===== config.mk =====
export PLATFORM = sky130hd
export DESIGN_NAME = lmtsi_ram
export DESIGN_NICKNAME = d
export VERILOG_FILES = /design/src/rtl/core/lmtsi_ram.sv
export SDC_FILE = /design/constraint.sdc
export NUM_CORES = 2
export LEC_CHECK = 0
export BUFFER_PORTS_ARGS = -buffer_cell sky130_fd_sc_hd__buf_4
export CAP_MARGIN = 10
export CORE_ASPECT_RATIO = 1.1
export CORE_MARGIN = 2
export CORE_UTILIZATION = 47
export DETAILED_ROUTE_END_ITERATION = 12
export PLACE_DENSITY_LB_ADDON = 0.12
export SYNTH_ARGS = -nofsm -noshare
export SYNTH_HDL_FRONTEND = slang
export SYNTH_SLANG_ARGS = --single-unit

===== constraint.sdc =====
create_clock -name clk -period 2.6 [get_ports clk]
set_input_delay 0.26 -clock clk [delete_from_list [all_inputs] [get_ports clk]]
set_output_delay 0.26 -clock clk [all_outputs]
set_load 0.01 [all_outputs]

===== src/rtl/core/lmtsi_ram.sv =====
`timescale 1ns / 1ps
`default_nettype none

// Simple dual-port RAM: one write port, one read port with registered data.
// The read data register only loads on a read, so it holds while the reader stalls.
module lmtsi_ram #(
    parameter int WIDTH = 8,
    parameter int DEPTH = 256
) (
    input  wire logic                     clk,
    input  wire logic                     we,
    input  wire logic [$clog2(DEPTH)-1:0] waddr,
    input  wire logic [WIDTH-1:0]         wdata,
    input  wire logic                     re,
    input  wire logic [$clog2(DEPTH)-1:0] raddr,
    output logic      [WIDTH-1:0]         rdata
);

    logic [WIDTH-1:0] mem_reg [DEPTH];

    always_ff @(posedge clk)
    begin
        if (we)
        begin
            mem_reg[waddr] <= wdata;
        end
        if (re)
        begin
            rdata <= mem_reg[raddr];
        end
    end

endmodule

`default_nettype wire


Word level (Yosys, flattened, before mapping)
Memory sizes are Yosys's and may differ from the RTL's. A register that Yosys moved wholly into a read port is not among the register bits.
Index checks and enable logic that the tools add are counted.
W data, S select, Z words.
Word-level totals
  bits in registers: 0
  latch bits: 0
  RAM bits: 2048
  bits in read-only memories: 0
  bits of input ports: 27
  output and inout port bits: 8
  memories kept: 1
Memories
  mem_reg: depth 256, bits a word 8, read ports 1, clocked after Yosys merged registers in 1, write ports 1, line 19  | logic [WIDTH-1:0] mem_reg [DEPTH];
Cells by class
  $add $sub $neg: 0
  $mul: 0
  divide/modulo/power cells: 0
  $lt $le $gt $ge: 0
  eq/ne operators: 0
  shift operators: 0
  multiplexer cells: 2
  bitwise operators: 0
  reductions and logical operators: 0
Operators with widths (count)
  $mux W1: 2

Longest topological paths before layout
  word-level depth: 2
  depth in mapped cells: 11
  gate-level depth less buffers: 6

Worst setup path after synthesis
No wires, ideal clock.
  path kind: input-to-reg
  start point: in raddr[0]
  end point: reg rdata[2], read port of mem_reg, data pin
  library setup time: 269 ps
  arrival time: 2067 ps
  required time: 2331 ps
  path slack: 264 ps
  cell stages on the path: 9
  path through: buf_6 buf_12 buf_8 buf_2 mux4_2 a22oi_1 a21oi_1 nor4_1 nor4_2
RTL lines
  start: declaration: line 15  | input wire logic [$clog2(DEPTH)-1:0] raddr,
  end: declaration: line 16  | output logic [WIDTH-1:0] rdata

==> results.md <==
* CP Capture Point: rdata[3]$_DFFE_PP_
* Syn_nets at ~3800
* First drt pass iteration count at 6
* FP Rows at about 160
* Max-slew headroom at 0.245
* Drt wl/cell at ~30 µm
* Antenna violations before repair at 9
* HP Class: input port to flip-flop
* Tcrit/Tclk final at 0.968
* Clock Path Buffers at 3
* Area grow syn2layout at 18.6%
* Commonest non-fill, non-tap cell in the layout: edfxtp_1
* # nets final at 4452
* Pleak at between 30 and 40 nW
* Final Hold Viols at 0
* Final min period at approximately 2.5 ns
* Gr busiest metal: met2
* Max_cap viols at 0
* Clk sinks at 2056
* Mapped Area at between 70000 and 80000 µm²
* Final Setup Violations at 0
* Met1 usage in global routing at 0.347
* Drt via density at 5.91
* Placed instance area at 87600 µm²
* Gr ovfl total at 0
* Mapped Avg Cell Area at 21.3 µm²
* FF-to-FF path depth at 8
* Layout cell share with drive strength beyond 1 at 0.324
* FF+latch count, synth at between 2000 and 2500
* TritonCTS clock tree: yes
* Maximum vdd ir drop at between 0.0007 and 0.0008 V
* Fraction of registers with async set/reset at 0
* WS Path Type: flip-flop to flip-flop
* Die H at 436 µm
* Routed wire length at a little over 200000 µm
* Distinct cells, synth at 54
* Most used DFF post-synth: edfxtp_1
* Max FFs per register at 2048
* Critical R2R Launch: mem_reg[43][3]$_DFFE_PP_
* Crit path from: mem_reg[43][3]$_DFFE_PP_
* Final instance area at around 94000 µm²
* Total die area at ~170000 µm²
* Number of enable flip-flop cells after synthesis at a little over 2000
* CP peak stage delay at roughly 0.51 ns
* Crit path top cell by count: buf_4
* Worst Setup End Kind: flip-flop
* Post-Synthesis Cells at ~3700
* Final Non-Filler Cells at between 6000 and 7000
* Die width at between 300 and 400 µm
* Root Buffer: clkbuf_16
* CP Data Required Time at 3.17 ns
* Startpoint type of the worst setup path: flip-flop
* Met2 usage in global routing at 0.393
* Core Util, Final at 0.561
* CP cell instances: mux4_2, nand2b_1, a311oi_1, buf_4, o221ai_1, a211oi_1, buf_4, nor4_1
* Final GP Congestion at 0.837
* Most frequent cells in the layout: edfxtp_1, buf_4, mux4_2, nor2_1, clkbuf_16
* DR iter-0 viols at around 4300
* Fmax at 397 MHz
* Slew Limit Fails at 0
* Vias in the first global route at roughly 40000
* Port Buffers at 34
* CP max-delay cell: mux4_2
* Vias at approximately 40000
* Clk pin slew, worst setup/hold paths at 0.06 ns
* RR Endpoint: rdata[3]$_DFFE_PP_
* Starting density of the core at 0.473
* YS warnings at 0
* WHS at ~0.11 ns
* H-tree depth at 4
* Dpl ws at -1.08 ns
* GRT Util Overall at 0.243
* Final worst setup slack at 0.0828 ns
* Placed cells at approximately 6500
* WP data arrival at 3.09 ns
* Power per cell area at roughly 740 nW/µm²
* Seq/Total Area, Yosys at 0.775
* Worst R2R Setup Slack at ~0.083 ns
* Drt drc at 0
* Io pins at 35
* Hpwl dp at around 140000 µm
* M3 GR Usage at 0.0352
* RSZ-0062 raised after global routing: false
* Antenna-violating nets left at 0
* TritonCTS Buffers at between 200 and 250
* Final Skew at about 0.045 ns
* First-pass GRT wire length at 299000 µm
* Max FO, Critical Path at 1
* Slew @ Worst Pin at about 1.1 ns
* Core footprint at around 170000 µm²
* Status: finished clean
* Largest net degree at the start of global routing at 100
* Clock latency on the worst-skew pair at roughly 0.84 ns
==> critical path: cells and delay by family, from the launching register on <==
kind	cells	cell delay (ns)
simple gates	2	0.23
buf+inv	2	0.37
compound gates	3	0.78
mux	1	0.51
flops	1	0.36
==> how the worst min path moves through the flow <==
stage / start / endpoint / slack [ns] / cells past startpoint
5_1_grt: waddr[2] / mem_reg[172][6]$_DFFE_PP_ / 0.09 / 4
6_report: waddr[2] / mem_reg[174][2]$_DFFE_PP_ / 0.11 / 4
3_3_place_gp: wdata[6] / mem_reg[218][6]$_DFFE_PP_ / 0.68 / 1
2_1_floorplan: wdata[0] / mem_reg[0][0]$_DFFE_PP_ / 0.36 / 0
3_5_place_dp: re / rdata[6]$_DFFE_PP_ / 0.67 / 1
4_1_cts: waddr[2] / mem_reg[172][4]$_DFFE_PP_ / 0.04 / 4
==> logic make-up (layout without fill, tap and decap cells) <==
logic type | Yosys count | after routing | synth area share
flops | 2056 | 2056 | 0.775
mux | 591 | 591 | 0.146
simple gates | 466 | 466 | 0.0263
compound gates | 385 | 385 | 0.0342
other cells | 0 | 2 | 0
buf+inv | 235 | 1102 | 0.0183
==> layer usage <==
layer	vias to the layer above	part of all wire	wire, µm
met5	-	0.00030	63
met4	10	0.026	5380
met3	275	0.062	12800
met2	1409	0.49	102000
met1	21600	0.42	87600
li1	17100	-	-
==> metrics by stage <==
step                      setup TNS [ns]  total power (W)
final                                  0           0.0700
after CTS                              0           0.0706
after global placement             -7.57           0.0412
after floorplan                        0           0.0391
after global routing                   0           0.0720
after detailed placement           -5.96           0.0412
==> where the power goes <==
| group | total [W] | switching (W) | internal (W) |
|---|---|---|---|
| clock | 0.0295 | 0.0124 | 0.0170 |
| sequential | 0.0366 | 0.0000498 | 0.0365 |
| combinational | 0.00391 | 0.00232 | 0.00160 |
==> Yosys cell counts, drive strengths merged (5+ instances only) <==
cell | n | share of area
a2111oi | 5 | 0.00066
buf | 122 | 0.013
a221oi | 14 | 0.0016
o21ai | 12 | 0.00075
nor3 | 22 | 0.0014
nor4 | 27 | 0.0024
o22ai | 28 | 0.0022
nand2 | 33 | 0.0016
o221ai | 47 | 0.0052
nand3 | 34 | 0.0021
o22a | 5 | 0.00055
nor2b | 31 | 0.0024
mux4 | 456 | 0.13
a22o | 8 | 0.00088
and2 | 6 | 0.00047
nand2b | 8 | 0.00063
a211oi | 16 | 0.0015
mux2i | 134 | 0.017
a22oi | 133 | 0.013
clkbuf | 111 | 0.0052
nor2 | 282 | 0.013
o211ai | 10 | 0.00094
o32ai | 5 | 0.00064
nand4 | 10 | 0.00079
a21oi | 96 | 0.0060
edfxtp | 2056 | 0.78
==> final cells by class <==
type                            instances  area (µm²)
Sequential cell                      2056       61700
Antenna cell                            2        5.00
Multi-Input combinational cell       1442       16600
Clock buffer                          243        5270
Tap cell                             2240        2800
Inverter                                2        7.51
Fill cell                           12700       74000
Timing Repair Buffer                  722        6640
Clock inverter                        135        1410
==> repair_timing <==
item,in CTS,in global routing
setup endpoints to repair,5,3
hold buffers,9,0
gates resized for setup,9,3
endpoints found under the hold margin,389,0
setup buffers,0,0
(Power assumes the default switching activity.)
